--- config.mk ---
export PLATFORM = sky130hd
export DESIGN_NAME = bmmd_pos
export DESIGN_NICKNAME = d
export VERILOG_FILES = /design/src/bmmd_pkg.sv /design/src/bmmd_pos.sv
export SDC_FILE = /design/constraint.sdc
export NUM_CORES = 1
export LEC_CHECK = 0
export BUFFER_PORTS_ARGS = -buffer_cell sky130_fd_sc_hd__buf_2
export CORE_ASPECT_RATIO = 1.2
export CORE_MARGIN = 8
export CORE_UTILIZATION = 40
export CTS_CLUSTER_DIAMETER = 100
export DETAILED_ROUTE_END_ITERATION = 10
export GPL_TIMING_DRIVEN = 0
export SKIP_CTS_REPAIR_TIMING = 1
export SLEW_MARGIN = 10
export SYNTH_ARGS = -nofsm -noshare
export SYNTH_HDL_FRONTEND = slang
export SYNTH_SLANG_ARGS = --single-unit
--- constraint.sdc ---
create_clock -name clk -period 4.9 [get_ports clk]
set_clock_uncertainty 0.05 [all_clocks]
set_input_delay 0.98 -clock clk [delete_from_list [all_inputs] [get_ports clk]]
set_output_delay 0.98 -clock clk [all_outputs]
set_load 0.02 [all_outputs]
--- src/bmmd_pkg.sv ---
`default_nettype none
package bmmd_pkg;

	localparam int PIX_W   = 8;
	localparam int ACC_W   = 20;
	localparam int SKIP_W  = 5;
	localparam int MODE_W  = 2;
	localparam int DW_W    = 11;
	localparam int DH_W    = 13;
	localparam int SCALE_W = 15;
	localparam int HALF_W  = 9;
	localparam int MEAN_SHIFT = 14;

	// Register indexes on the configuration port.
	localparam logic [1:0] REG_MODE       = 2'd0;
	localparam logic [1:0] REG_SKIP       = 2'd1;
	localparam logic [1:0] REG_DST_WIDTH  = 2'd2;
	localparam logic [1:0] REG_DST_HEIGHT = 2'd3;

	// Reduction modes; the two unused codes behave as the mean.
	localparam logic [MODE_W-1:0] MODE_MAX = 2'd0;
	localparam logic [MODE_W-1:0] MODE_MIN = 2'd1;

	localparam logic [MODE_W-1:0] RST_MODE       = MODE_MAX;
	localparam logic [SKIP_W-1:0] RST_SKIP       = 5'd2;
	localparam logic [DW_W-1:0]   RST_DST_WIDTH  = 11'd512;
	localparam logic [DH_W-1:0]   RST_DST_HEIGHT = 13'd512;

	localparam int OUTQ_DEPTH = 4;
	localparam int OUTQ_PTR_W = 2;
	localparam int OUTQ_CNT_W = 3;

	// Per-pixel decision taken when the pixel is accepted.
	typedef struct packed {
		logic in_rng;
		logic first;
		logic emit;
		logic row_done;
		logic frame_done;
	} pos_info_t;

	typedef struct packed {
		logic             frame_done;
		logic             row_done;
		logic [PIX_W-1:0] value;
	} out_word_t;

	// floor(16384 / (s*s)) for block sides 1..31.
	function automatic logic [SCALE_W-1:0] scale_lut(input logic [SKIP_W-1:0] s);
		logic [SCALE_W-1:0] r;
		case (s)
			5'd1:    r = 15'd16384;
			5'd2:    r = 15'd4096;
			5'd3:    r = 15'd1820;
			5'd4:    r = 15'd1024;
			5'd5:    r = 15'd655;
			5'd6:    r = 15'd455;
			5'd7:    r = 15'd334;
			5'd8:    r = 15'd256;
			5'd9:    r = 15'd202;
			5'd10:   r = 15'd163;
			5'd11:   r = 15'd135;
			5'd12:   r = 15'd113;
			5'd13:   r = 15'd96;
			5'd14:   r = 15'd83;
			5'd15:   r = 15'd72;
			5'd16:   r = 15'd64;
			5'd17:   r = 15'd56;
			5'd18:   r = 15'd50;
			5'd19:   r = 15'd45;
			5'd20:   r = 15'd40;
			5'd21:   r = 15'd37;
			5'd22:   r = 15'd33;
			5'd23:   r = 15'd30;
			5'd24:   r = 15'd28;
			5'd25:   r = 15'd26;
			5'd26:   r = 15'd24;
			5'd27:   r = 15'd22;
			5'd28:   r = 15'd20;
			5'd29:   r = 15'd19;
			5'd30:   r = 15'd18;
			5'd31:   r = 15'd17;
			default: r = 15'd16384;
		endcase
		return r;
	endfunction

	// floor(s*s / 2), the rounding offset of the mean.
	function automatic logic [HALF_W-1:0] half_area_lut(input logic [SKIP_W-1:0] s);
		logic [HALF_W-1:0] r;
		case (s)
			5'd2:    r = 9'd2;
			5'd3:    r = 9'd4;
			5'd4:    r = 9'd8;
			5'd5:    r = 9'd12;
			5'd6:    r = 9'd18;
			5'd7:    r = 9'd24;
			5'd8:    r = 9'd32;
			5'd9:    r = 9'd40;
			5'd10:   r = 9'd50;
			5'd11:   r = 9'd60;
			5'd12:   r = 9'd72;
			5'd13:   r = 9'd84;
			5'd14:   r = 9'd98;
			5'd15:   r = 9'd112;
			5'd16:   r = 9'd128;
			5'd17:   r = 9'd144;
			5'd18:   r = 9'd162;
			5'd19:   r = 9'd180;
			5'd20:   r = 9'd200;
			5'd21:   r = 9'd220;
			5'd22:   r = 9'd242;
			5'd23:   r = 9'd264;
			5'd24:   r = 9'd288;
			5'd25:   r = 9'd312;
			5'd26:   r = 9'd338;
			5'd27:   r = 9'd364;
			5'd28:   r = 9'd392;
			5'd29:   r = 9'd420;
			5'd30:   r = 9'd450;
			5'd31:   r = 9'd480;
			default: r = 9'd0;
		endcase
		return r;
	endfunction

endpackage
`default_nettype wire

--- src/bmmd_pos.sv ---
`default_nettype none
module bmmd_pos
	import bmmd_pkg::*;
#(
	parameter int MAX_OUT_WIDTH = 1024,
	parameter int MAX_BLOCK = 16,
	localparam int BLK_EFF = (MAX_BLOCK < 31) ? MAX_BLOCK : 31,
	localparam int CB_W = (BLK_EFF > 1) ? $clog2(BLK_EFF) : 1,
	localparam int OC_W = $clog2(MAX_OUT_WIDTH + 1),
	localparam int WC_W = (OC_W > DW_W) ? OC_W : DW_W
) (
	input  wire logic              clk,
	input  wire logic              arst_n,
	input  wire logic              accept,
	input  wire logic              sof,
	input  wire logic              eol,
	input  wire logic [SKIP_W-1:0] s_eff,
	input  wire logic [WC_W-1:0]   w_eff,
	input  wire logic [DH_W-1:0]   h_eff,
	output pos_info_t              info,
	output logic      [OC_W-1:0]   out_col
);

	logic [CB_W-1:0] col_q, row_q;
	logic [OC_W-1:0] ocol_q;
	logic [DH_W-1:0] orow_q;

	logic [CB_W-1:0] col_c, row_c;
	logic [OC_W-1:0] ocol_c;
	logic [DH_W-1:0] orow_c;
	logic            last_col, last_row, row_ok;

	// A start of frame clears the counters before its own pixel is used.
	always_comb begin
		col_c    = sof ? '0 : col_q;
		row_c    = sof ? '0 : row_q;
		ocol_c   = sof ? '0 : ocol_q;
		orow_c   = sof ? '0 : orow_q;
		last_col = ({1'b0, 5'(col_c)} + 6'd1) >= {1'b0, s_eff};
		last_row = ({1'b0, 5'(row_c)} + 6'd1) >= {1'b0, s_eff};
		row_ok   = orow_c < h_eff;
		info.in_rng     = (WC_W'(ocol_c) < w_eff) && row_ok;
		info.first      = (col_c == '0) && (row_c == '0);
		info.emit       = info.in_rng && last_col && last_row;
		info.row_done   = (WC_W'(ocol_c) + WC_W'(1)) == w_eff;
		info.frame_done = info.row_done && ((orow_c + DH_W'(1)) == h_eff);
		out_col = ocol_c;
	end

	always_ff @(posedge clk or negedge arst_n) begin
		if (!arst_n) begin
			col_q  <= '0;
			row_q  <= '0;
			ocol_q <= '0;
			orow_q <= '0;
		end else if (accept) begin
			if (eol) begin
				col_q  <= '0;
				ocol_q <= '0;
			end else if (info.in_rng) begin
				if (last_col) begin
					col_q  <= '0;
					ocol_q <= ocol_c + OC_W'(1);
				end else begin
					col_q  <= col_c + CB_W'(1);
					ocol_q <= ocol_c;
				end
			end else begin
				col_q  <= col_c;
				ocol_q <= ocol_c;
			end
			if (eol && row_ok) begin
				if (last_row) begin
					row_q  <= '0;
					orow_q <= orow_c + DH_W'(1);
				end else begin
					row_q  <= row_c + CB_W'(1);
					orow_q <= orow_c;
				end
			end else begin
				row_q  <= row_c;
				orow_q <= orow_c;
			end
		end
	end

endmodule
`default_nettype wire

==> key figures <==
Run status
  – Status: finished clean

Cells and area
  – Most frequent cells in the layout: buf_2, inv_1, nand2_1
  – Layout cells sized above 1: 18.4%
  – Filler cell count: 936
  – Antenna cell count: 0
  – Nets: 604
  – Layout area overhead: 19.8%
  – Fin util: 48.8%
  – Fin area: 4360 µm²
  – Most common cell after layout, fill and taps aside: buf_2

Routing
  – Vias per cell: 5.66
  – DR WL/cell: 16.4 µm
  – # DRC: 0
  – Starting DRT DRC Count: 213
  – Total number of vias: 3690
  – Antenna-violating nets left: 0
  – 1st-pass router iterations: 5
  – WL final: 10.7 mm

Hold path
  – Hold WC Path Type: reg2reg

Setup path
  – CP endpoint kind: primary output
  – Crit-path max FO: 10
  – CP Launch Type: input pin
  – Reg2reg setup slack: 1.63 ns
  – Worst EP required: 3.87 ns
  – WS Path Type: in2out
  – Crit path DAT: 3.75 ns

Pwr
  – Lkg Pwr: 2.09 nW
  – Max VDD drop: 0.000100 V
  – Pwr/cell area: 164 nW/µm²

Global route
  – Initial antenna violation count: 0
  – First-pass GRT wire length: 17.0 mm
  – Vias in the first global route: 3530
  – Global Route Usage Sum: 16.9%
  – Remaining Overflow, GRT: 0
  – Largest net degree at the start of global routing: 33

Timing
  – Final WS setup: 0.115 ns
  – Slew Limit Headroom: 49.7%
  – Final Hold Fails: 0
  – Setup TNS: 0 ns
  – Worst-Margin Slew: 0.754 ns
  – Setup Viol. Count Final: 0
  – Tcrit/Tclk final: 97.7%
  – Fin. max-slew vios: 0
  – Min cycle time layout: 4.78 ns
  – FMAX: 209 MHz

CTS
  – CTS buffer count: 5
  – H-tree lvl count: 2
  – Clock sinks: 32
  – Max Root-Sink Buffers: 2
  – CTS tree: done
  – Clock Latency Late Sink: 0.28 ns
  – Clock transition at path regs: 0.07 ns
  – Root buffer cell: clkbuf_8

Placed design
  – Dpl ws: -1.18 ns
  – DP HPWL: 8.22 mm
  – IO buf count: 48
  – RD Place Congestion: 0.855
  – DP Area: 4060 µm²

Flow run
  – Max cap viols: 0

Logic synthesis
  – Sequential element share of the synthesized area: 22.0%
  – Fraction of registers with async set/reset: 100%
  – Syn Nets: 539
  – Synth Warn #: 0
  – Count of different cell masters after synthesis: 62
  – Post-Syn Instances: 467
  – Post-synth EDFFs: 0
  – Syn Area/Cell: 7.80 µm²
  – Seq cells post-synth: 32
  – Mapped Area: 3640 µm²
  – Dominant synthesized flop cell: dfrtp_1

Floorplanning
  – Ports: 50
  – Die area: 12400 µm²
  – Row count: 38
  – Core area: 8940 µm²
  – Die H: 121 µm
  – Starting Density: 40.7%
  – Die width: 103 µm
-- synthesized netlist by cell type, types with 5 or more instances --
cell type	count	area, µm²
inv_1	45	169
nand2_1	41	154
ha_1	38	475
nand3_1	33	165
dfrtp_1	32	801
xnor2_1	29	254
nor2_1	28	105
o21ai_0	20	100
nor2b_1	18	113
clkbuf_1	16	60.1
nand4_1	15	93.8
a21oi_1	13	65.1
nand2b_1	12	75.1
nor4_1	10	62.6
or4_1	10	75.1
xor2_1	9	78.8
a21o_1	7	52.6
o211ai_1	6	45.0
a31oi_1	5	31.3
buf_2	5	25.0
o311ai_0	5	43.8
-- routing by layer --
layer,track usage [%],wire (µm),vias up
met2,29.2,5360,88
met1,20.4,4680,1760
met3,2.59,461,16
met5,0,0,-
met4,6.17,173,0
li1,-,-,1826
-- per-stage QoR --
| stage | power, W | std cells | hold WS [ns] |
|---|---|---|---|
| 2_1_floorplan | 0.000435 | 467 | 0.407 |
| 3_3_place_gp | 0.000500 | 635 | 0.427 |
| 3_5_place_dp | 0.000505 | 635 | 0.441 |
| 4_1_cts | 0.000702 | 642 | 0.454 |
| 5_1_grt | 0.000760 | 652 | 0.474 |
| 6_report | 0.000714 | 652 | 0.456 |
-- final cells by class --
| class | count | area (µm²) | area share (%) |
|---|---|---|---|
| Clock buffer | 6 | 72.6 | 1.66 |
| Buffer | 23 | 150 | 3.44 |
| Sequential cell | 32 | 801 | 18.3 |
| Tap cell | 120 | 150 | 3.44 |
| Clock inverter | 1 | 5.00 | 0.115 |
| Multi-Input combinational cell | 366 | 2680 | 61.4 |
| Timing Repair Buffer | 58 | 332 | 7.60 |
| Inverter | 46 | 173 | 3.96 |
-- worst max-delay path, cell delays in order --
cell,delay (ns)
buf_6,0.12
buf_8,0.13
buf_8,0.14
buf_8,0.15
buf_6,0.14
nand2b_4,0.14
inv_2,0.06
ha_1,0.14
inv_2,0.06
xnor2_1,0.13
ha_1,0.33
nand2_1,0.07
o21ai_2,0.18
a31oi_4,0.15
nor4_4,0.16
buf_6,0.18
nand2_4,0.09
buf_6,0.15
nor2_4,0.09
buf_6,0.13
-- power by group --
part / switching [W] / internal [W] / total, W / leakage (nW)
registers: 0.0000192 / 0.000280 / 0.000299 / 0.436
clock network: 0.0000968 / 0.0000965 / 0.000193 / 0.0410
logic: 0.000127 / 0.0000943 / 0.000221 / 1.61
total: 0.000243 / 0.000471 / 0.000714 / 2.09
-- cells by family after synthesis --
kind of cell / count (synthesis) / share of synthesized area [%]
compound gates: 91 / 17.9
xor+xnor: 38 / 9.14
fa+ha+maj: 38 / 13.1
buf+inv: 69 / 7.69
flops: 32 / 22.0
mux: 2 / 0.584
simple gates: 197 / 29.7
-- registers in the layout, indices dropped and copies added (netlist names) --
name,count
col_q,4
row_q,4
ocol_q,11
orow_q,13
-- path summary, 6_finish.rpt --
check / from / endpoint / cells after the start
worst min-delay path: orow_q[12] / orow_q[12] / 1
worst max-delay path: sof / info[2] / 20
min in group asynchronous: arst_n / orow_q[9] / 1
max in group asynchronous: arst_n / row_q[3] / 1
worst min register to register: orow_q[12] / orow_q[12] / 1
worst max register to register: row_q[0] / orow_q[8] / 11
Power figures use the tool's default switching activity.
