`src/bmmd_pkg.sv`:
```
`default_nettype none
package bmmd_pkg;

	localparam int PIX_W   = 8;
	localparam int ACC_W   = 20;
	localparam int SKIP_W  = 5;
	localparam int MODE_W  = 2;
	localparam int DW_W    = 11;
	localparam int DH_W    = 13;
	localparam int SCALE_W = 15;
	localparam int HALF_W  = 9;
	localparam int MEAN_SHIFT = 14;

	// Register indexes on the configuration port.
	localparam logic [1:0] REG_MODE       = 2'd0;
	localparam logic [1:0] REG_SKIP       = 2'd1;
	localparam logic [1:0] REG_DST_WIDTH  = 2'd2;
	localparam logic [1:0] REG_DST_HEIGHT = 2'd3;

	// Reduction modes; the two unused codes behave as the mean.
	localparam logic [MODE_W-1:0] MODE_MAX = 2'd0;
	localparam logic [MODE_W-1:0] MODE_MIN = 2'd1;

	localparam logic [MODE_W-1:0] RST_MODE       = MODE_MAX;
	localparam logic [SKIP_W-1:0] RST_SKIP       = 5'd2;
	localparam logic [DW_W-1:0]   RST_DST_WIDTH  = 11'd512;
	localparam logic [DH_W-1:0]   RST_DST_HEIGHT = 13'd512;

	localparam int OUTQ_DEPTH = 4;
	localparam int OUTQ_PTR_W = 2;
	localparam int OUTQ_CNT_W = 3;

	// Per-pixel decision taken when the pixel is accepted.
	typedef struct packed {
		logic in_rng;
		logic first;
		logic emit;
		logic row_done;
		logic frame_done;
	} pos_info_t;

	typedef struct packed {
		logic             frame_done;
		logic             row_done;
		logic [PIX_W-1:0] value;
	} out_word_t;

	// floor(16384 / (s*s)) for block sides 1..31.
	function automatic logic [SCALE_W-1:0] scale_lut(input logic [SKIP_W-1:0] s);
		logic [SCALE_W-1:0] r;
		case (s)
			5'd1:    r = 15'd16384;
			5'd2:    r = 15'd4096;
			5'd3:    r = 15'd1820;
			5'd4:    r = 15'd1024;
			5'd5:    r = 15'd655;
			5'd6:    r = 15'd455;
			5'd7:    r = 15'd334;
			5'd8:    r = 15'd256;
			5'd9:    r = 15'd202;
			5'd10:   r = 15'd163;
			5'd11:   r = 15'd135;
			5'd12:   r = 15'd113;
			5'd13:   r = 15'd96;
			5'd14:   r = 15'd83;
			5'd15:   r = 15'd72;
			5'd16:   r = 15'd64;
			5'd17:   r = 15'd56;
			5'd18:   r = 15'd50;
			5'd19:   r = 15'd45;
			5'd20:   r = 15'd40;
			5'd21:   r = 15'd37;
			5'd22:   r = 15'd33;
			5'd23:   r = 15'd30;
			5'd24:   r = 15'd28;
			5'd25:   r = 15'd26;
			5'd26:   r = 15'd24;
			5'd27:   r = 15'd22;
			5'd28:   r = 15'd20;
			5'd29:   r = 15'd19;
			5'd30:   r = 15'd18;
			5'd31:   r = 15'd17;
			default: r = 15'd16384;
		endcase
		return r;
	endfunction

	// floor(s*s / 2), the rounding offset of the mean.
	function automatic logic [HALF_W-1:0] half_area_lut(input logic [SKIP_W-1:0] s);
		logic [HALF_W-1:0] r;
		case (s)
			5'd2:    r = 9'd2;
			5'd3:    r = 9'd4;
			5'd4:    r = 9'd8;
			5'd5:    r = 9'd12;
			5'd6:    r = 9'd18;
			5'd7:    r = 9'd24;
			5'd8:    r = 9'd32;
			5'd9:    r = 9'd40;
			5'd10:   r = 9'd50;
			5'd11:   r = 9'd60;
			5'd12:   r = 9'd72;
			5'd13:   r = 9'd84;
			5'd14:   r = 9'd98;
			5'd15:   r = 9'd112;
			5'd16:   r = 9'd128;
			5'd17:   r = 9'd144;
			5'd18:   r = 9'd162;
			5'd19:   r = 9'd180;
			5'd20:   r = 9'd200;
			5'd21:   r = 9'd220;
			5'd22:   r = 9'd242;
			5'd23:   r = 9'd264;
			5'd24:   r = 9'd288;
			5'd25:   r = 9'd312;
			5'd26:   r = 9'd338;
			5'd27:   r = 9'd364;
			5'd28:   r = 9'd392;
			5'd29:   r = 9'd420;
			5'd30:   r = 9'd450;
			5'd31:   r = 9'd480;
			default: r = 9'd0;
		endcase
		return r;
	endfunction

endpackage
`default_nettype wire

```
`src/bmmd_outq.sv`:
```
`default_nettype none
module bmmd_outq
	import bmmd_pkg::*;
(
	input  wire logic                  clk,
	input  wire logic                  arst_n,
	input  wire logic                  push,
	input  wire out_word_t             wdata,
	input  wire logic                  pop,
	output logic                       valid,
	output out_word_t                  rdata,
	output logic      [OUTQ_CNT_W-1:0] count
);

	out_word_t             entry_q [OUTQ_DEPTH];
	logic [OUTQ_PTR_W-1:0] wr_ptr_q, rd_ptr_q;
	logic [OUTQ_CNT_W-1:0] count_q;
	logic                  do_pop;

	assign valid  = count_q != '0;
	assign rdata  = entry_q[rd_ptr_q];
	assign count  = count_q;
	assign do_pop = pop && valid;

	always_ff @(posedge clk) begin
		if (push) begin
			entry_q[wr_ptr_q] <= wdata;
		end
	end

	// Pushes are admitted upstream only when a slot is reserved.
	always_ff @(posedge clk or negedge arst_n) begin
		if (!arst_n) begin
			wr_ptr_q <= '0;
			rd_ptr_q <= '0;
			count_q  <= '0;
		end else begin
			if (push) begin
				wr_ptr_q <= wr_ptr_q + OUTQ_PTR_W'(1);
			end
			if (do_pop) begin
				rd_ptr_q <= rd_ptr_q + OUTQ_PTR_W'(1);
			end
			count_q <= count_q + OUTQ_CNT_W'(push) - OUTQ_CNT_W'(do_pop);
		end
	end

endmodule
`default_nettype wire

```
`config.mk`:
```
export PLATFORM = sky130hd
export DESIGN_NAME = bmmd_outq
export DESIGN_NICKNAME = d
export VERILOG_FILES = /design/src/bmmd_pkg.sv /design/src/bmmd_outq.sv
export SDC_FILE = /design/constraint.sdc
export NUM_CORES = 1
export LEC_CHECK = 0
export BUFFER_PORTS_ARGS = -buffer_cell sky130_fd_sc_hd__buf_2
export CORE_UTILIZATION = 55
export CTS_CLUSTER_SIZE = 24
export DETAILED_ROUTE_END_ITERATION = 10
export PLACE_DENSITY = 0.88
export SLEW_MARGIN = 10
export SYNTH_ARGS = -nofsm -noshare
export SYNTH_HDL_FRONTEND = slang
export SYNTH_SLANG_ARGS = --single-unit
```
`constraint.sdc`:
```
create_clock -name clk -period 2.48 [get_ports clk]
set_clock_uncertainty 0.1 [all_clocks]
set_input_delay 0.744 -clock clk [delete_from_list [all_inputs] [get_ports clk]]
set_output_delay 0.744 -clock clk [all_outputs]
set_load 0.01 [all_outputs]
```
==> flow_summary.json, run 1 <==
{
  "outcome": "finished clean",
  "fmax_ghz": 0.416,
  "viasPerCell": 5.29,
  "cp_common_cell": "buf_6",
  "crit_arrival_ns": 1.56,
  "fp.coreArea_sq_mm": 0.00313,
  "antenna_found_initial": 0,
  "numPortBuffers": 27,
  "synth_seq_area_share": 0.746,
  "slowest_delay_ns": 0.51,
  "htreeDepth": 2,
  "min_period_ns": 2.41,
  "cts_tree": "built",
  "synth_top_cell_by_area": "edfxtp_1",
  "synth-seq-cells": 47,
  "rsz0062_at_grt": "true",
  "tns_ns": 0,
  "cp_slowest_cell": "mux4_2",
  "num_vias": 878,
  "crit_fanout": 6,
  "rows": 20,
  "dieArea_sq_mm": 0.00359,
  "endpoint_kind": "primary output",
  "clkSlewWorstSetupHoldPaths_ns": 0.13,
  "drt-pass1-iter-count": 4,
  "setup_viol": 0,
  "drt_iter0_markers": 31,
  "worst_pin_slew_ns": 0.558,
  "maxSlewViolCount": 0,
  "routed.top_layer": "met4",
  "finalHoldViolations": 0,
  "cts_buffers": 5,
  "path_cells": "buf_6 > mux4_2 > buf_6",
  "peakVddDrop_v": 0.000570,
  "syn_to_final_growth_pct": 16.8,
  "cts_buffer_depth": 2,
  "grt_pass1_vias": 919,
  "die_h_microns": 59.9,
  "worstSetupPathType": "register to primary output",
  "grt_max_degree": 15,
  "synth.top_cell.area_share": 0.651,
  "start_util": 0.590,
  "postRouteAntennaNets": 0,
  "synth_warnings": 0,
  "cp.required_ns": 1.64,
  "finalNetCount": 142,
  "power_density_mw_per_mm2": 1140,
  "critPathLaunchType": "register",
  "drv_cap": 0,
  "antenna_cells": 0,
  "dp_hpwl_microns": 1970,
  "final_core_util": 0.689,
  "hold_path_class": "primary input to asynchronous set/reset pin",
  "wl_per_cell_microns": 17.3,
  "fin_cells": 166,
  "grt_pass1_wl_microns": 4350,
  "cts_root_buffer": "clkbuf_4",
  "drc": 0,
  "met3WireLength_microns": 105,
  "place_inst": 157,
  "wl_met1_microns": 1100,
  "fin_crit_sh": 0.970,
  "leakage_nw": 0.799,
  "wl_microns": 2880,
  "syn_area_per_cell_sq_um": 21.4,
  "clock-sinks": 47,
  "grt_usage": 0.184,
  "slew_headroom": 0.623,
  "synth_cells": 86,
  "pin_count": 28,
  "gp_congestion": 0.674,
  "drive_above_1_share": 0.393,
  "wl_met2_microns": 1650,
  "netlist_area_sq_mm": 0.00184,
  "synth_nets": 107,
  "synth_area_leaders": "edfxtp_1, mux4_2, dfrtp_1",
  "overflow": 0,
  "clk_latency_ns": 0.34,
  "yosysUniqueCellTypes": 17,
  "die_w_microns": 59.9
}
-- synth_stat cells, drive strengths merged --
library cell,count
edfxtp,40
mux4,10
dfrtp,7
ha,6
inv,6
and2,4
xnor2,3
buf,2
xor2,2
fa,1
nand2,1
o21ai,1
o311ai,1
o31a,1
or3,1
-- where the power goes --
part | internal (mW) | leakage, nW | switching [mW]
Clock | 0.135 | 0.0319 | 0.224
Combinational | 0.504 | 0.319 | 0.407
Sequential | 1.06 | 0.448 | 0.126
Total | 1.70 | 0.799 | 0.756
-- registers in the layout (all words and copies together) (netlist names) --
register	count
count	3
entry_q	40
rd_ptr_q	2
wr_ptr_q	2
-- cell type report --
type                    count  area [sq um]
repair buffers             30           215
inverters                   6          22.5
flip-flops and latches     47          1380
multi-input cells          31           422
fillers                   214           973
clock inverters             2          11.3
well taps                  44          55.1
clock buffers               6          51.3
-- cell families after synthesis --
logic type | share of synthesized area
XOR/XNOR | 0.0237
AO/OA/AOI/OAI | 0.0122
buffers and inverters | 0.0210
AND/OR/NAND/NOR | 0.0190
flip-flops | 0.746
adder cells (fa/ha/maj) | 0.0516
multiplexers | 0.126
-- per-layer routing --
layer / GRT usage / vias to the layer above
met5: 0 / -
met3: 0.0779 / 2
li1: - / 402
met4: 0.0698 / 0
met1: 0.197 / 454
met2: 0.322 / 20
-- path summary, 6_finish.rpt --
check                       startpoint     endpoint  slack, ns  cells after the start
setup / recovery           rd_ptr_q[0]     rdata[9]       0.07                      3
hold / removal                  arst_n  wr_ptr_q[1]       0.11                      1
setup reg to reg              count[1]     count[2]       0.28                      7
hold reg to reg            wr_ptr_q[0]  wr_ptr_q[0]       0.44                      1
max in group asynchronous       arst_n  rd_ptr_q[1]       2.00                      1
min in group clk           wr_ptr_q[0]  wr_ptr_q[0]       0.44                      1
-- repair_timing --
item | 4_1_cts | 5_1_grt
hold buffers | 0 | 0
setup buffers | 0 | 1
setup endpoints to repair | 0 | 10
gates resized for setup | 0 | 13
-- per-stage QoR --
step / instance area (sq um) / hold WS, ns / power [mW] / setup WS [ns]
after floorplan: 1840 / 0.348 / 1.70 / 0.304
after global placement: 2030 / 0.409 / 1.92 / 0.187
after detailed placement: 2030 / 0.432 / 1.98 / 0.0828
after CTS: 2100 / 0.0968 / 2.33 / 0.00572
after global routing: 2150 / 0.0825 / 2.60 / -0.0154
final: 2150 / 0.106 / 2.45 / 0.0740
-- critical path, delay by kind of cell, from the launching register on --
family	cells	cell delay, ns
multiplexers	1	0.51
flip-flops	1	0.40
buffers and inverters	2	0.30
-- cells in the final DEF, fill, tap and decap left out --
master | Yosys | layout
clkinvlp_4 | 0 | 1
nand2_1 | 1 | 1
dfrtp_2 | 0 | 1
clkinv_1 | 0 | 1
mux4_2 | 8 | 10
and2_1 | 4 | 4
clkbuf_8 | 0 | 1
ha_1 | 6 | 6
o311ai_0 | 1 | 1
o31a_1 | 1 | 1
o21ai_0 | 1 | 1
edfxtp_1 | 40 | 40
buf_6 | 1 | 10
dfrtp_1 | 7 | 6
buf_4 | 0 | 1
clkbuf_4 | 0 | 5
xnor2_1 | 3 | 3
buf_2 | 1 | 19
fa_1 | 1 | 1
or3_1 | 1 | 1
xor2_1 | 2 | 2
inv_1 | 6 | 6
(Power assumes the default switching activity.)
==> run 2: changes to the inputs <==
- RECOVER_POWER: default -> 50
==> run 2 against run 1 <==
  * Final area fell by 0.70%
  * Largest cell class unchanged
  * Maximum frequency barely moved
  * Via count rose by 0.46%
  * Flip-flop and latch count did not move
  * Sequential share of layout area rose by 0.45 points
  * Setup slack improved by 0.0012 ns
  * Critical path depth did not move
  * Routed wire length rose by 0.28%
  * Clock-buffer cell count did not move
  * Sequential power barely moved
==> flow_summary.json, run 2 (synthesis results as in run 1) <==
{
  "die_h_microns": 59.9,
  "slowest_delay_ns": 0.51,
  "clkSlewWorstSetupHoldPaths_ns": 0.13,
  "power_density_mw_per_mm2": 1150,
  "cts_buffer_depth": 2,
  "drc": 0,
  "antenna_cells": 0,
  "fin_ws_ns": 0.0753,
  "critPathLaunchType": "register",
  "cts_tree": "built",
  "path_cells": "buf_6 > mux4_2 > buf_6",
  "p_sw_frac": 0.308,
  "regToRegStartpoint": "count[1]",
  "r2r_slack_ns": 0.28,
  "finalHoldViolations": 0,
  "min_period_ns": 2.40,
  "dieArea_sq_mm": 0.00359,
  "rsz0062_at_grt": "true",
  "gp_congestion": 0.674,
  "wl_per_cell_microns": 17.4,
  "drt-pass1-iter-count": 4,
  "worstSetupPathType": "register to primary output",
  "fin_crit_sh": 0.970,
  "hold_path_class": "primary input to asynchronous set/reset pin",
  "start_util": 0.590,
  "place_area_sq_mm": 0.00203,
  "endpoint_kind": "primary output",
  "die_w_microns": 59.9,
  "syn_to_final_growth_pct": 16.0,
  "layout_common_cells": "edfxtp_1, clkbuf_1, mux4_2, buf_6, buf_2",
  "num_vias": 882,
  "p_int_mw": 1.69,
  "p_comb_frac": 0.371,
  "drv_cap": 0,
  "rows": 20,
  "clock-sinks": 47,
  "slew_headroom": 0.623,
  "numPortBuffers": 27,
  "outcome": "finished clean",
  "worst_pin_slew_ns": 0.558,
  "maxSlewViolCount": 0,
  "cts_root_buffer": "clkbuf_4",
  "largest_register_ffs": 40,
  "crit_arrival_ns": 1.56,
  "drive_above_1_share": 0.295,
  "cp.required_ns": 1.64,
  "fp.coreArea_sq_mm": 0.00313,
  "regMostFlops": "entry_q",
  "peakVddDrop_v": 0.000570,
  "antenna_found_initial": 0,
  "overflow": 0,
  "fmax_ghz": 0.416,
  "drt_iter0_markers": 26,
  "cp_common_cell": "buf_6",
  "pin_count": 28,
  "dp_hpwl_microns": 1970,
  "seqPwrFrac": 0.483,
  "r2r_end": "count[2]",
  "grt_pass1_vias": 919,
  "viasPerCell": 5.31,
  "finish.instance_area_sq_mm": 0.00214,
  "leakage_nw": 0.766,
  "cp_slowest_cell": "mux4_2",
  "htreeDepth": 2,
  "final_common_cell": "edfxtp_1",
  "switching_power_mw": 0.756,
  "grt_max_degree": 15,
  "setup_viol": 0,
  "grt_usage": 0.184,
  "grt_pass1_wl_microns": 4350,
  "power.share.clock": 0.146,
  "hold_slack_ns": 0.176,
  "wl_microns": 2890,
  "cts_buffers": 5,
  "r2r_cells": 7,
  "preCtsSetupSlack_ns": 0.0828,
  "tns_ns": 0,
  "clk_latency_ns": 0.34,
  "finalNetCount": 142,
  "finalPower_mw": 2.45,
  "postRouteAntennaNets": 0,
  "crit_fanout": 6
}
==> run 2: cell count changes in the layout (fill, tap and decap cells not counted), sizes merged <==
cell    delta
buf       -12
clkbuf    +12
==> run 2: worst max-delay path by stage <==
stage,slack [ns],endpoint,from,depth (start not counted)
final,0.08,rdata[9],rd_ptr_q[0],3
after CTS,0.006,rdata[9],rd_ptr_q[0],3
after floorplan,0.30,count[2],pop,7
after global routing,-0.02,rdata[9],rd_ptr_q[0],3
after detailed placement,0.08,count[2],pop,8
after global placement,0.19,count[2],pop,8
==> run 2: layer usage <==
layer / GRT usage / share of wire / vias to the layer above
met5: 0 / 0 / -
met4: 0.0698 / 0.0059 / 0
met3: 0.0779 / 0.034 / 2
met2: 0.322 / 0.58 / 20
met1: 0.197 / 0.38 / 458
li1: - / - / 402
==> run 2: area by class of cell <==
class	instances	area, sq um
multi-input combinational	31	422
sequential	47	1380
tap	44	55.1
clock buffer	6	51.3
timing repair buffer	30	200
clock inverter	2	11.3
inverter	6	22.5
fill	221	988
==> run 2: critical path, delay by kind of cell, from the launching register on <==
kind / cells / cell delay [ns]
muxes: 1 / 0.51
DFF: 1 / 0.40
buffers and inverters: 2 / 0.30
==> run 2: through the flow <==
stage | util | std cells
floorplan | - | 86
global placement | 0.650 | 157
detailed placement | 0.650 | 157
CTS | 0.670 | 165
global route | 0.684 | 166
finish | 0.684 | 166
==> run 2: power groups by stage <==
stage | Combinational, mW | Clock [mW] | Sequential [mW]
after floorplan | 0.546 | 0 | 1.15
after global placement | 0.746 | 0 | 1.18
after detailed placement | 0.782 | 0 | 1.20
after CTS | 0.783 | 0.364 | 1.18
after global routing | 0.995 | 0.401 | 1.21
final | 0.908 | 0.358 | 1.18
==> run 2: repair_timing <==
item                       4_1_cts  5_1_grt
setup endpoints to repair        0       10
setup buffers                    0        1
gates resized for setup          0       13
hold buffers                     0        0
